[config.mk]
export PLATFORM = sky130hd
export DESIGN_NAME = scalar_kalman_filter_flat
export DESIGN_NICKNAME = d
export VERILOG_FILES = /design/src/rtl/skf_pkg.sv /design/src/rtl/skf_meas_if.sv /design/src/rtl/skf_est_if.sv /design/src/rtl/scalar_kalman_filter.sv /design/src/rtl/skf_div.sv /design/src/rtl/skf_mul.sv /design/src/flat_wrapper.sv
export SDC_FILE = /design/constraint.sdc
export NUM_CORES = 2
export LEC_CHECK = 0
export ABC_CLOCK_PERIOD_IN_PS = 6250
export BUFFER_PORTS_ARGS = -buffer_cell sky130_fd_sc_hd__buf_4
export CORE_AREA = 2 2 367 369
export CTS_CLUSTER_SIZE = 10
export DETAILED_ROUTE_END_ITERATION = 16
export DIE_AREA = 0 0 369 371
export PLACE_DENSITY_LB_ADDON = 0.1
export SYNTH_ARGS = -nofsm -noshare
export SYNTH_HDL_FRONTEND = slang
export SYNTH_SLANG_ARGS = --single-unit
[constraint.sdc]
create_clock -name i_clk -period 6.25 [get_ports i_clk]
set_input_delay 0.625 -clock i_clk [delete_from_list [all_inputs] [get_ports i_clk]]
set_output_delay 0.625 -clock i_clk [all_outputs]
set_load 0.02 [all_outputs]
[src/rtl/skf_pkg.sv]
package skf_pkg;

    localparam int DATA_W    = 32;
    localparam int GAIN_W    = 17;
    localparam int QUOT_W    = GAIN_W - 1;
    localparam int ERR_W     = DATA_W + 1;
    localparam int PROD_W    = ERR_W + GAIN_W + 1;
    localparam int CFG_IDX_W = 3;

    localparam logic [GAIN_W-1:0] GAIN_ONE  = GAIN_W'(1) << QUOT_W;
    localparam logic [PROD_W-1:0] ROUND_BIAS = PROD_W'(1) << (QUOT_W - 1);

    localparam logic [CFG_IDX_W-1:0] CFG_PROCESS_NOISE = CFG_IDX_W'(0);
    localparam logic [CFG_IDX_W-1:0] CFG_MEAS_NOISE    = CFG_IDX_W'(1);
    localparam logic [CFG_IDX_W-1:0] CFG_INIT_EST      = CFG_IDX_W'(2);
    localparam logic [CFG_IDX_W-1:0] CFG_INIT_VAR      = CFG_IDX_W'(3);

    localparam logic [DATA_W-1:0] RST_PROCESS_NOISE = DATA_W'(655);
    localparam logic [DATA_W-1:0] RST_MEAS_NOISE    = DATA_W'(65536);
    localparam logic [DATA_W-1:0] RST_INIT_EST      = DATA_W'(0);
    localparam logic [DATA_W-1:0] RST_INIT_VAR      = DATA_W'(65536);

    typedef enum logic [3:0] {
        S_IDLE,
        S_PRED,
        S_SUM,
        S_DIV_GO,
        S_DIV,
        S_EST_GO,
        S_EST,
        S_VAR_GO,
        S_VAR,
        S_WB
    } t_state;

    function automatic logic [DATA_W-1:0] sat_add(
        input logic [DATA_W-1:0] a,
        input logic [DATA_W-1:0] b
    );
        logic [DATA_W:0] s;
        s = {1'b0, a} + {1'b0, b};
        return s[DATA_W] ? {DATA_W{1'b1}} : s[DATA_W-1:0];
    endfunction

endpackage

[src/rtl/skf_meas_if.sv]
interface skf_meas_if;
    logic                                valid;
    logic                                ready;
    logic signed [skf_pkg::DATA_W-1:0]   measurement;
    logic                                restart;

    modport source (output valid, output measurement, output restart, input ready);
    modport sink   (input valid, input measurement, input restart, output ready);
endinterface

[src/rtl/skf_est_if.sv]
interface skf_est_if;
    logic                                valid;
    logic                                ready;
    logic signed [skf_pkg::DATA_W-1:0]   estimate;
    logic        [skf_pkg::DATA_W-1:0]   variance;
    logic        [skf_pkg::GAIN_W-1:0]   gain;

    modport source (output valid, output estimate, output variance, output gain, input ready);
    modport sink   (input valid, input estimate, input variance, input gain, output ready);
endinterface

[src/rtl/scalar_kalman_filter.sv]
// Scalar Kalman filter for barometric altitude.
// Input channel i_meas carries one measurement word (signed Q16.16) and a
// restart flag; a word is taken when valid and ready are both high. Output
// channel o_est carries the updated estimate, its variance and the gain
// (Q1.16, 65536 is one) for each measurement, one word per input word.
// Configuration: i_cfg_we writes i_cfg_data to register i_cfg_idx
// (0 process noise, 1 measurement noise, 2 initial estimate, 3 initial
// variance); other indexes are ignored, and a zero measurement noise is
// stored as one. Write only while no measurement is in flight.
// One measurement is processed at a time: a word is taken only in the idle
// state, so the next word waits until the last one has been through
// write-back. The work is done on shared arithmetic: a restoring divider
// for the gain and a shift-add multiplier run twice (estimate correction,
// then variance update), plus sequencer steps.
// Reset clears estimate and variance state to zero, loads the register
// defaults, empties the output register and holds i_meas.ready low.
// A result waits in the output register while o_est.ready is low; the next
// measurement is still taken and worked on, and its result waits in the
// write-back step until the output register frees up.
module scalar_kalman_filter (
    input  logic                            i_clk,
    input  logic                            i_rst_n,
    skf_meas_if.sink                        i_meas,
    skf_est_if.source                       o_est,
    input  logic                            i_cfg_we,
    input  logic [skf_pkg::CFG_IDX_W-1:0]   i_cfg_idx,
    input  logic [skf_pkg::DATA_W-1:0]      i_cfg_data
);
    import skf_pkg::*;

    localparam int RND_W = PROD_W - QUOT_W;
    localparam int SUM_W = RND_W + 1;

    t_state r_state;
    t_state n_state;

    // configuration
    logic [DATA_W-1:0]        r_q;
    logic [DATA_W-1:0]        r_r;
    logic [DATA_W-1:0]        r_init_est;
    logic [DATA_W-1:0]        r_init_var;

    // filter state
    logic [DATA_W-1:0]        r_est;
    logic [DATA_W-1:0]        r_var;

    // working registers
    logic [DATA_W-1:0]        r_z;
    logic [DATA_W-1:0]        r_h;
    logic [DATA_W-1:0]        r_p;
    logic [DATA_W-1:0]        r_pred;
    logic [DATA_W-1:0]        r_s;
    logic [GAIN_W-1:0]        r_gain;
    logic [DATA_W-1:0]        r_new_est;
    logic [DATA_W-1:0]        r_new_var;

    // output register
    logic                     r_out_valid;
    logic [DATA_W-1:0]        r_out_est;
    logic [DATA_W-1:0]        r_out_var;
    logic [GAIN_W-1:0]        r_out_gain;

    logic                     in_accept;
    logic                     div_start;
    logic                     div_done;
    logic [GAIN_W-1:0]        div_quot;
    logic                     mul_start;
    logic [PROD_W-1:0]        mul_mcand;
    logic [GAIN_W-1:0]        mul_mplier;
    logic                     mul_done;
    logic [PROD_W-1:0]        mul_prod;
    logic                     wb_load;

    logic signed [ERR_W-1:0]  err;
    logic [PROD_W-1:0]        prod_rnd;
    logic signed [SUM_W-1:0]  est_sum;
    logic [DATA_W-1:0]        est_sat;
    logic [DATA_W-1:0]        var_sat;

    assign in_accept = i_meas.valid && i_meas.ready;

    assign err      = ERR_W'(signed'(r_z)) - ERR_W'(signed'(r_h));
    assign prod_rnd = mul_prod + ROUND_BIAS;
    assign est_sum  = SUM_W'(signed'(r_h)) + SUM_W'(signed'(prod_rnd[PROD_W-1:QUOT_W]));

    // clamp to the signed 32-bit range
    always_comb begin
        est_sat = est_sum[DATA_W-1:0];
        if (est_sum > SUM_W'(signed'({1'b0, {(DATA_W-1){1'b1}}}))) begin
            est_sat = {1'b0, {(DATA_W-1){1'b1}}};
        end else if (est_sum < SUM_W'(signed'({1'b1, {(DATA_W-1){1'b0}}}))) begin
            est_sat = {1'b1, {(DATA_W-1){1'b0}}};
        end
    end

    assign var_sat = (|prod_rnd[PROD_W-1:QUOT_W+DATA_W]) ? {DATA_W{1'b1}}
                                                         : prod_rnd[QUOT_W+DATA_W-1:QUOT_W];

    skf_div u_div (
        .i_clk   (i_clk),
        .i_rst_n (i_rst_n),
        .i_start (div_start),
        .i_num   (r_pred),
        .i_den   (r_s),
        .o_done  (div_done),
        .o_quot  (div_quot)
    );

    skf_mul u_mul (
        .i_clk    (i_clk),
        .i_rst_n  (i_rst_n),
        .i_start  (mul_start),
        .i_mcand  (mul_mcand),
        .i_mplier (mul_mplier),
        .o_done   (mul_done),
        .o_prod   (mul_prod)
    );

    always_ff @(posedge i_clk) begin
        if (!i_rst_n) begin
            r_state <= S_IDLE;
        end else begin
            r_state <= n_state;
        end
    end

    always_comb begin
        n_state    = r_state;
        div_start  = 1'b0;
        mul_start  = 1'b0;
        mul_mcand  = PROD_W'(err);
        mul_mplier = r_gain;
        wb_load    = 1'b0;
        unique case (r_state)
            S_IDLE: begin
                if (in_accept) begin
                    n_state = S_PRED;
                end
            end
            S_PRED: begin
                n_state = S_SUM;
            end
            S_SUM: begin
                n_state = S_DIV_GO;
            end
            S_DIV_GO: begin
                div_start = 1'b1;
                n_state   = S_DIV;
            end
            S_DIV: begin
                if (div_done) begin
                    n_state = S_EST_GO;
                end
            end
            S_EST_GO: begin
                mul_start = 1'b1;
                n_state   = S_EST;
            end
            S_EST: begin
                if (mul_done) begin
                    n_state = S_VAR_GO;
                end
            end
            S_VAR_GO: begin
                mul_start  = 1'b1;
                mul_mcand  = PROD_W'(r_pred);
                mul_mplier = GAIN_ONE - r_gain;
                n_state    = S_VAR;
            end
            S_VAR: begin
                if (mul_done) begin
                    n_state = S_WB;
                end
            end
            S_WB: begin
                // hold until the output register is free
                if (!r_out_valid || o_est.ready) begin
                    wb_load = 1'b1;
                    n_state = S_IDLE;
                end
            end
            default: begin
                n_state = S_IDLE;
            end
        endcase
    end

    always_ff @(posedge i_clk) begin
        if (!i_rst_n) begin
            r_q        <= RST_PROCESS_NOISE;
            r_r        <= RST_MEAS_NOISE;
            r_init_est <= RST_INIT_EST;
            r_init_var <= RST_INIT_VAR;
        end else if (i_cfg_we) begin
            unique case (i_cfg_idx)
                CFG_PROCESS_NOISE: r_q <= i_cfg_data;
                CFG_MEAS_NOISE:    r_r <= (i_cfg_data == '0) ? DATA_W'(1) : i_cfg_data;
                CFG_INIT_EST:      r_init_est <= i_cfg_data;
                CFG_INIT_VAR:      r_init_var <= i_cfg_data;
                default: begin
                end
            endcase
        end
    end

    always_ff @(posedge i_clk) begin
        if (!i_rst_n) begin
            r_est       <= '0;
            r_var       <= '0;
            r_out_valid <= 1'b0;
        end else begin
            if (wb_load) begin
                r_est       <= r_new_est;
                r_var       <= r_new_var;
                r_out_valid <= 1'b1;
            end else if (o_est.ready) begin
                r_out_valid <= 1'b0;
            end
        end
    end

    always_ff @(posedge i_clk) begin
        if (in_accept) begin
            r_z <= i_meas.measurement;
            r_h <= i_meas.restart ? r_init_est : r_est;
            r_p <= i_meas.restart ? r_init_var : r_var;
        end
        if (r_state == S_PRED) begin
            r_pred <= sat_add(r_p, r_q);
        end
        if (r_state == S_SUM) begin
            r_s <= sat_add(r_pred, r_r);
        end
        if (r_state == S_DIV && div_done) begin
            r_gain <= div_quot;
        end
        if (r_state == S_EST && mul_done) begin
            r_new_est <= est_sat;
        end
        if (r_state == S_VAR && mul_done) begin
            r_new_var <= var_sat;
        end
        if (wb_load) begin
            r_out_est  <= r_new_est;
            r_out_var  <= r_new_var;
            r_out_gain <= r_gain;
        end
    end

    assign i_meas.ready   = i_rst_n && (r_state == S_IDLE);
    assign o_est.valid    = r_out_valid;
    assign o_est.estimate = r_out_est;
    assign o_est.variance = r_out_var;
    assign o_est.gain     = r_out_gain;

endmodule

[src/rtl/skf_div.sv]
module skf_div (
    input  logic                         i_clk,
    input  logic                         i_rst_n,
    input  logic                         i_start,
    input  logic [skf_pkg::DATA_W-1:0]   i_num,
    input  logic [skf_pkg::DATA_W-1:0]   i_den,
    output logic                         o_done,
    output logic [skf_pkg::GAIN_W-1:0]   o_quot
);
    import skf_pkg::*;

    localparam int CNT_W = $clog2(QUOT_W);

    logic              r_busy;
    logic              r_done;
    logic [CNT_W-1:0]  r_cnt;
    logic [DATA_W:0]   r_rem;
    logic [DATA_W-1:0] r_den;
    logic [QUOT_W-1:0] r_quot;
    logic              r_equal;

    logic [DATA_W:0]   shifted;
    logic [DATA_W:0]   diff;
    logic              q_bit;

    // Numerator never exceeds the divisor; equal operands mean a gain of one.
    assign shifted = {r_rem[DATA_W-1:0], 1'b0};
    assign diff    = shifted - {1'b0, r_den};
    assign q_bit   = shifted >= {1'b0, r_den};

    always_ff @(posedge i_clk) begin
        if (!i_rst_n) begin
            r_busy <= 1'b0;
            r_done <= 1'b0;
            r_cnt  <= '0;
        end else begin
            r_done <= 1'b0;
            if (i_start) begin
                r_busy <= 1'b1;
                r_cnt  <= '0;
            end else if (r_busy) begin
                r_cnt <= r_cnt + CNT_W'(1);
                if (r_cnt == CNT_W'(QUOT_W - 1)) begin
                    r_busy <= 1'b0;
                    r_done <= 1'b1;
                end
            end
        end
    end

    always_ff @(posedge i_clk) begin
        if (i_start) begin
            r_rem   <= {1'b0, i_num};
            r_den   <= i_den;
            r_equal <= i_num == i_den;
            r_quot  <= '0;
        end else if (r_busy) begin
            r_rem  <= q_bit ? diff : shifted;
            r_quot <= {r_quot[QUOT_W-2:0], q_bit};
        end
    end

    assign o_done = r_done;
    assign o_quot = r_equal ? GAIN_ONE : {1'b0, r_quot};

endmodule

[src/rtl/skf_mul.sv]
module skf_mul (
    input  logic                         i_clk,
    input  logic                         i_rst_n,
    input  logic                         i_start,
    input  logic [skf_pkg::PROD_W-1:0]   i_mcand,
    input  logic [skf_pkg::GAIN_W-1:0]   i_mplier,
    output logic                         o_done,
    output logic [skf_pkg::PROD_W-1:0]   o_prod
);
    import skf_pkg::*;

    localparam int CNT_W = $clog2(GAIN_W);

    logic              r_busy;
    logic              r_done;
    logic [CNT_W-1:0]  r_cnt;
    logic [PROD_W-1:0] r_acc;
    logic [PROD_W-1:0] r_mcand;
    logic [GAIN_W-1:0] r_mplier;

    always_ff @(posedge i_clk) begin
        if (!i_rst_n) begin
            r_busy <= 1'b0;
            r_done <= 1'b0;
            r_cnt  <= '0;
        end else begin
            r_done <= 1'b0;
            if (i_start) begin
                r_busy <= 1'b1;
                r_cnt  <= '0;
            end else if (r_busy) begin
                r_cnt <= r_cnt + CNT_W'(1);
                if (r_cnt == CNT_W'(GAIN_W - 1)) begin
                    r_busy <= 1'b0;
                    r_done <= 1'b1;
                end
            end
        end
    end

    // Shift-add, one multiplier bit per cycle; the product is exact modulo 2^PROD_W.
    always_ff @(posedge i_clk) begin
        if (i_start) begin
            r_acc    <= '0;
            r_mcand  <= i_mcand;
            r_mplier <= i_mplier;
        end else if (r_busy) begin
            if (r_mplier[0]) begin
                r_acc <= r_acc + r_mcand;
            end
            r_mcand  <= {r_mcand[PROD_W-2:0], 1'b0};
            r_mplier <= {1'b0, r_mplier[GAIN_W-1:1]};
        end
    end

    assign o_done = r_done;
    assign o_prod = r_acc;

endmodule

[src/flat_wrapper.sv]
// flat-port wrapper written by rule: the top's interface ports become plain ports
module scalar_kalman_filter_flat import skf_pkg::*;
  (i_clk, i_rst_n, i_cfg_we, i_cfg_idx, i_cfg_data, i_meas_valid, i_meas_measurement, i_meas_restart, i_meas_ready, o_est_valid, o_est_estimate, o_est_variance, o_est_gain, o_est_ready);
  skf_meas_if i_meas_i ();
  skf_est_if o_est_i ();
  input  logic i_clk;
  input  logic i_rst_n;
  input  logic i_cfg_we;
  input  logic [skf_pkg::CFG_IDX_W-1:0] i_cfg_idx;
  input  logic [skf_pkg::DATA_W-1:0] i_cfg_data;
  input wire logic [$bits(i_meas_i.valid)-1:0] i_meas_valid;
  input wire logic [$bits(i_meas_i.measurement)-1:0] i_meas_measurement;
  input wire logic [$bits(i_meas_i.restart)-1:0] i_meas_restart;
  output wire logic [$bits(i_meas_i.ready)-1:0] i_meas_ready;
  output wire logic [$bits(o_est_i.valid)-1:0] o_est_valid;
  output wire logic [$bits(o_est_i.estimate)-1:0] o_est_estimate;
  output wire logic [$bits(o_est_i.variance)-1:0] o_est_variance;
  output wire logic [$bits(o_est_i.gain)-1:0] o_est_gain;
  input wire logic [$bits(o_est_i.ready)-1:0] o_est_ready;
  assign i_meas_i.valid = i_meas_valid;
  assign i_meas_i.measurement = i_meas_measurement;
  assign i_meas_i.restart = i_meas_restart;
  assign i_meas_ready = i_meas_i.ready;
  assign o_est_valid = o_est_i.valid;
  assign o_est_estimate = o_est_i.estimate;
  assign o_est_variance = o_est_i.variance;
  assign o_est_gain = o_est_i.gain;
  assign o_est_i.ready = o_est_ready;
  scalar_kalman_filter u_core (.i_clk(i_clk), .i_rst_n(i_rst_n), .i_meas(i_meas_i), .o_est(o_est_i), .i_cfg_we(i_cfg_we), .i_cfg_idx(i_cfg_idx), .i_cfg_data(i_cfg_data));
endmodule
# == Word level (Yosys, flattened, before mapping) ==
# Cells that the tools add are included.
# totals
word_cells,128
mem_bits_ro,0
n_memories,0
register_bits,732
out_inout_bits,83
latch_bits,0
inputBits,73
mem_bits_rw,0
# classes
n_addsub,10
magnitude_cmp,3
eq_ne,20
shifts,0
mul,0
n_bitwise,3
n_mux,34
reduce_logical,25
div_mod_pow,0
# op_table
op,n
$mux 32,7
$mux 51,3
$mux 17,4
$add 32x32->33,2
$add 51x16->51 const B,1
$add 51x51->51,1
$pmux 4 s10,1
$add 32x35->36,1
$gt 36x32->1 const B,1
$lt 36x32->1 const B,1
$ge 33x32->1,1
$sub 32x32->33,1
$eq 32x32->1,1
$logic_not 32->1,1
$sub 32x32->32,1
$mux 4,5
$sub 17x17->17 const A,1
$eq 4x3->1 const B,4
$mux 1,14
$eq 4x4->1 const B,3
$reduce_and 2->1,5
$reduce_or 3->1,3
$eq 4x2->1 const B,2
$eq 3x2->1 const B,2
16 further kinds,29

# == Logic depth before layout (Yosys ltp) ==
# depth
word_depth,5
depth_mapped,20
ltp_nobuf,18

# == Cells and area by module ==
# Synthesis repeated with hierarchy kept, for this count alone.
# unflattened
hier_cells,3929
area_unflattened_um2,40211.1
# by_module_without_submodules
module,area_each_um2,instances,seq_area_each_um2,cells_per_inst
scalar_kalman_filter,26374.0,1,13613.1,2560
skf_mul,8012.7,1,3203.1,814
skf_div,5824.3,1,2392.3,555

# == Worst setup path before layout ==
# No wires, ideal clock.
# synth_path
path_kind,reg2reg
from,reg u_core.r_state[1]
to,reg u_core.r_pred[0] (enable)
path_buffers,3
arrival_time_ns,4.027
path_slack_ns,1.722
period_less_slack_ns,4.528
setup_time_ns,0.501
path_stages_with_launch,5
required_time_ns,5.749
path_cell_list,dfxtp_1 > clkbuf_1 > clkbuf_1 > clkbuf_1 > nor4_1
# synth_between
elab_chain_cells,1
# synth_lines
element,line,source
"start, declared",scalar_kalman_filter.sv:34,t_state r_state;
"start signal, assigned",scalar_kalman_filter.sv:123,r_state <= n_state;
$eq 4x1->1,scalar_kalman_filter.sv:228,if (r_state == S_PRED) begin
"end signal, assigned",scalar_kalman_filter.sv:229,"r_pred <= sat_add(r_p, r_q);"
"end, declared",scalar_kalman_filter.sv:51,logic [DATA_W-1:0] r_pred;
# No other way between the ends.
# A chain may end at the register's enable or synchronous reset.

# == Final worst setup path ==
# layout_path
from,"reg u_core.u_mul.r_acc[23], in the netlist u_core.u_mul.o_prod[23]"
to,reg u_core.r_new_est[19] (data pin)
# layout_between
elab_chain_cells,4
elab_cells_between_ends,5
cone_classes,2 x add/sub; 2 x order compare; 1 x mux
# layout_lines
element,line,source
"start, declared",skf_mul.sv:17,logic [PROD_W-1:0] r_acc;
"start signal, assigned",skf_mul.sv:49,r_acc <= r_acc + r_mcand;
$add 51x16->51 *,scalar_kalman_filter.sv:83,assign prod_rnd = mul_prod + ROUND_BIAS;
via u_core.prod_rnd[47],scalar_kalman_filter.sv:75,logic [PROD_W-1:0] prod_rnd;
$add 32x35->36 *,scalar_kalman_filter.sv:84,assign est_sum = SUM_W'(signed'(r_h)) + SUM_W'(signed'(prod_rnd[PROD_W-1:QUOT_W]));
$lt 36x32->1,scalar_kalman_filter.sv:91,"end else if (est_sum < SUM_W'(signed'({1'b1, {(DATA_W-1){1'b0}}}))) begin"
$mux 32,scalar_kalman_filter.sv:91,
"end signal, assigned",scalar_kalman_filter.sv:238,r_new_est <= est_sat;
"end, declared",scalar_kalman_filter.sv:54,logic [DATA_W-1:0] r_new_est;
# The timed path passes the listed nets; every way through them passes the cells marked *.

==> metrics <==
outcome finished clean; CP top delay family simple AND/OR/NAND/NOR gates; Final period util about nine tenths; CTS sink count around 730; CP Buf/Inv Count 1; Root Driver clkbuf_16; startpoint types flop; clock buffer depth 3; vias per cell between 5 and 6; Synth Area per Inst 9.71 um^2; Clk pin slew, worst setup/hold paths ~0.06 ns; Netlist cell types 84; WP data arrival approximately 6.1 ns; crit path kind flop to flop; R2R setup slack 0.74 ns; sequential area share after synthesis 48.4%; grt ovf 0; max-cap violation count 0; std cell rows 134; Slowest cell on crit path o211ai_1; fin nets about 4500; dpl hpwl 103000 um; Final Hold Fails 0; initial antenna violation count 9; cells along the critical path and4_1 -> nand4_1 -> nor3_2 -> and2_0 -> nor2b_1 -> and2_1 -> xor2_1 -> ha_1 -> a21o_1 -> a21o_1 -> a21oi_1 -> nand2_1 -> a311oi_1 -> o21ai_1 -> and3_1 -> o211ai_1 -> o21ai_2 -> buf_4 -> a21oi_1; Hold WC Path Type input port to flop; Worst R2R Path Depth 19; htree depth 3; Max VDD drop around 0.22 mV; cell count after synthesis 4087; HP Start i_meas_measurement[15]; Ports between 150 and 200; Min-Delay Path Depth 1; Post-Route M1 WL 66900 um; cts hold-fix bufs 0; Slew @ Worst Pin approximately 1.2 ns; WHS Endpoint u_core.r_z[15]; largest net degree at the start of global routing 99; metal2 WL approximately 63000 um; number of global-route vias before repair ~30000; Clock Skew 0.0591 ns; RePlAce Congestion 0.864; reg2reg start u_core.u_mul.o_prod[23]; share of the synthesized area in the top cell type 34.4%; minimum clock period 5.51 ns; number of synthesized flops with an enable pin ~460; port bufs 155; Core Region around 130000 um^2; fin area approximately 46000 um^2; global-route usage over all layers 20.0%; Worst slew margin approximately a fifth; Top FF cell, synth edfxtp_1; Post-synth ARST share 0%; Post-CTS Setup Inserts 0; Die Area roughly 140000 um^2; die width between 300 and 400 um; setup TNS 0 ns; DRT Pass-1 Iters 5; Area growth syn-to-layout 15.0%; global-route wire length before repair 203000 um; initial core utilization between 20% and 30%; post_cts resized 0; CP peak stage delay between 0.7 and 0.8 ns; f_max 182 MHz; Yosys top cell by area edfxtp_1; Post-DRT Antenna Nets 0; Top Metal Used met5; TritonCTS Buffers a little over 90; PwrDens between 300 and 400 nW/um^2; RSZ-0062 raised after global routing false; crit end category flop; Synth Warn # 0; drt initial violations 1938; DIE HEIGHT 371 um; CP Data Required Time about 6.8 ns; leakage 17.5 nW; CTS tree built; Max Fanout on Critical Path 22; largest cells by area after synthesis edfxtp_1 (34%), dfxtp_1 (14%), nand2_1 (7.0%); met3 routed WL 5470 um; drt drc 0; max-slew violations 0; final setup vio count 0; Yosys reg bits roughly 730; worst r2r dst u_core.r_new_est[19]; DP Area between 40000 and 50000 um^2; Syn Std Cell Area 39700 um^2; Syn Nets between 4000 and 5000; vias post-DR 30359; post-detailed-route wirelength per cell between 20 and 25 um; Skew-Pair Late Insertion Delay 0.71 ns; DRT Wirelength roughly 140000 um; ratio of cells with drive above 1 in the final layout between 10% and 20%
-- stage by stage --
stage	util, %	worst slack, ns	hold WS [ns]	std cells	total power, mW
2_1_floorplan	-	1.72	0.426	4087	7.95
3_3_place_gp	32.2	0.831	0.443	5856	9.24
3_5_place_dp	32.2	0.824	0.442	5856	9.21
4_1_cts	34.4	0.752	0.0329	6025	14.5
5_1_grt	34.4	0.295	0.0440	6025	15.0
6_report	34.4	0.741	0.0952	6026	14.3
-- cell usage in the layout (no fill, tap or decap), types with 40 or more instances in the layout --
cell type and count:
a31oi_1 44, xnor2_1 117, edfxtp_1 455, a21boi_0 190, nand2_1 739, clkbuf_16 95
mux2_2 65, clkbuf_1 45, a21o_1 95, nand2b_1 68, dfxtp_1 276, o21ai_0 183
nor2b_1 58, ha_1 220, xor2_1 123, nand3_1 111, a21oi_1 263, o21a_1 49
nor2_1 211, buf_4 181, nor3_1 49, nand4_1 40, inv_1 135
-- logic make-up (layout without fill, tap and decap cells) --
| family | count (synthesis) | after routing | synth area share [%] |
|---|---|---|---|
| fa+ha+maj | 226 | 226 | 7.24 |
| buf+inv | 321 | 491 | 3.09 |
| other cells | 0 | 1 | 0 |
| mux | 97 | 97 | 2.65 |
| compound gates | 1033 | 1033 | 16.9 |
| xor+xnor | 240 | 240 | 5.29 |
| simple gates | 1438 | 1438 | 16.4 |
| flops | 732 | 732 | 48.4 |
-- final cells by class --
class,instances,area (um^2)
antenna,1,2.50
tap,1768,2210
timing repair buffer,185,1430
multi-input combinational,3034,19400
fill,13785,87100
clock inverter,22,290
sequential,732,19200
inverter,137,519
clock buffer,147,2640
-- cell usage after synthesis, drive strengths merged, types with 44 or more instances --
master	instances
a21boi	191
nand2	743
edfxtp	455
nor2b	58
mux2	65
a21oi	267
clkbuf	151
inv	137
nand3	112
o21a	49
nand2b	69
dfxtp	277
a31oi	44
nor2	214
o21ai	196
nor3	53
xnor2	117
xor2	123
ha	220
a21o	95
-- power by group --
part | switching [mW] | leakage (nW) | total, mW | internal (mW)
sequential | 0.319 | 6.41 | 5.83 | 5.51
clock | 2.24 | 1.40 | 5.24 | 3.00
combinational | 2.13 | 9.68 | 3.28 | 1.15
total | 4.69 | 17.5 | 14.3 | 9.66
-- worst max-delay path by stage --
stage / startpoint / end / slack [ns] / depth (start not counted)
after floorplan: u_core.r_state[1] / u_core.r_pred[0] / 1.72 / 4
final: u_core.u_mul.o_prod[23] / u_core.r_new_est[19] / 0.74 / 19
after detailed placement: u_core.u_mul.o_prod[23] / u_core.r_new_est[7] / 0.82 / 19
after global placement: u_core.u_mul.o_prod[23] / u_core.r_new_est[30] / 0.83 / 19
after CTS: u_core.u_mul.o_prod[23] / u_core.r_new_est[19] / 0.75 / 19
after global routing: u_core.u_mul.o_prod[23] / u_core.r_new_est[8] / 0.30 / 19
-- per-layer routing --
layer / global-route usage, % / vias to the layer above
met5: 0 / -
met4: 5.40 / 6
met3: 2.99 / 190
met2: 32.0 / 641
met1: 28.0 / 14688
li1: - / 14834
Power figures use the tool's default switching activity.
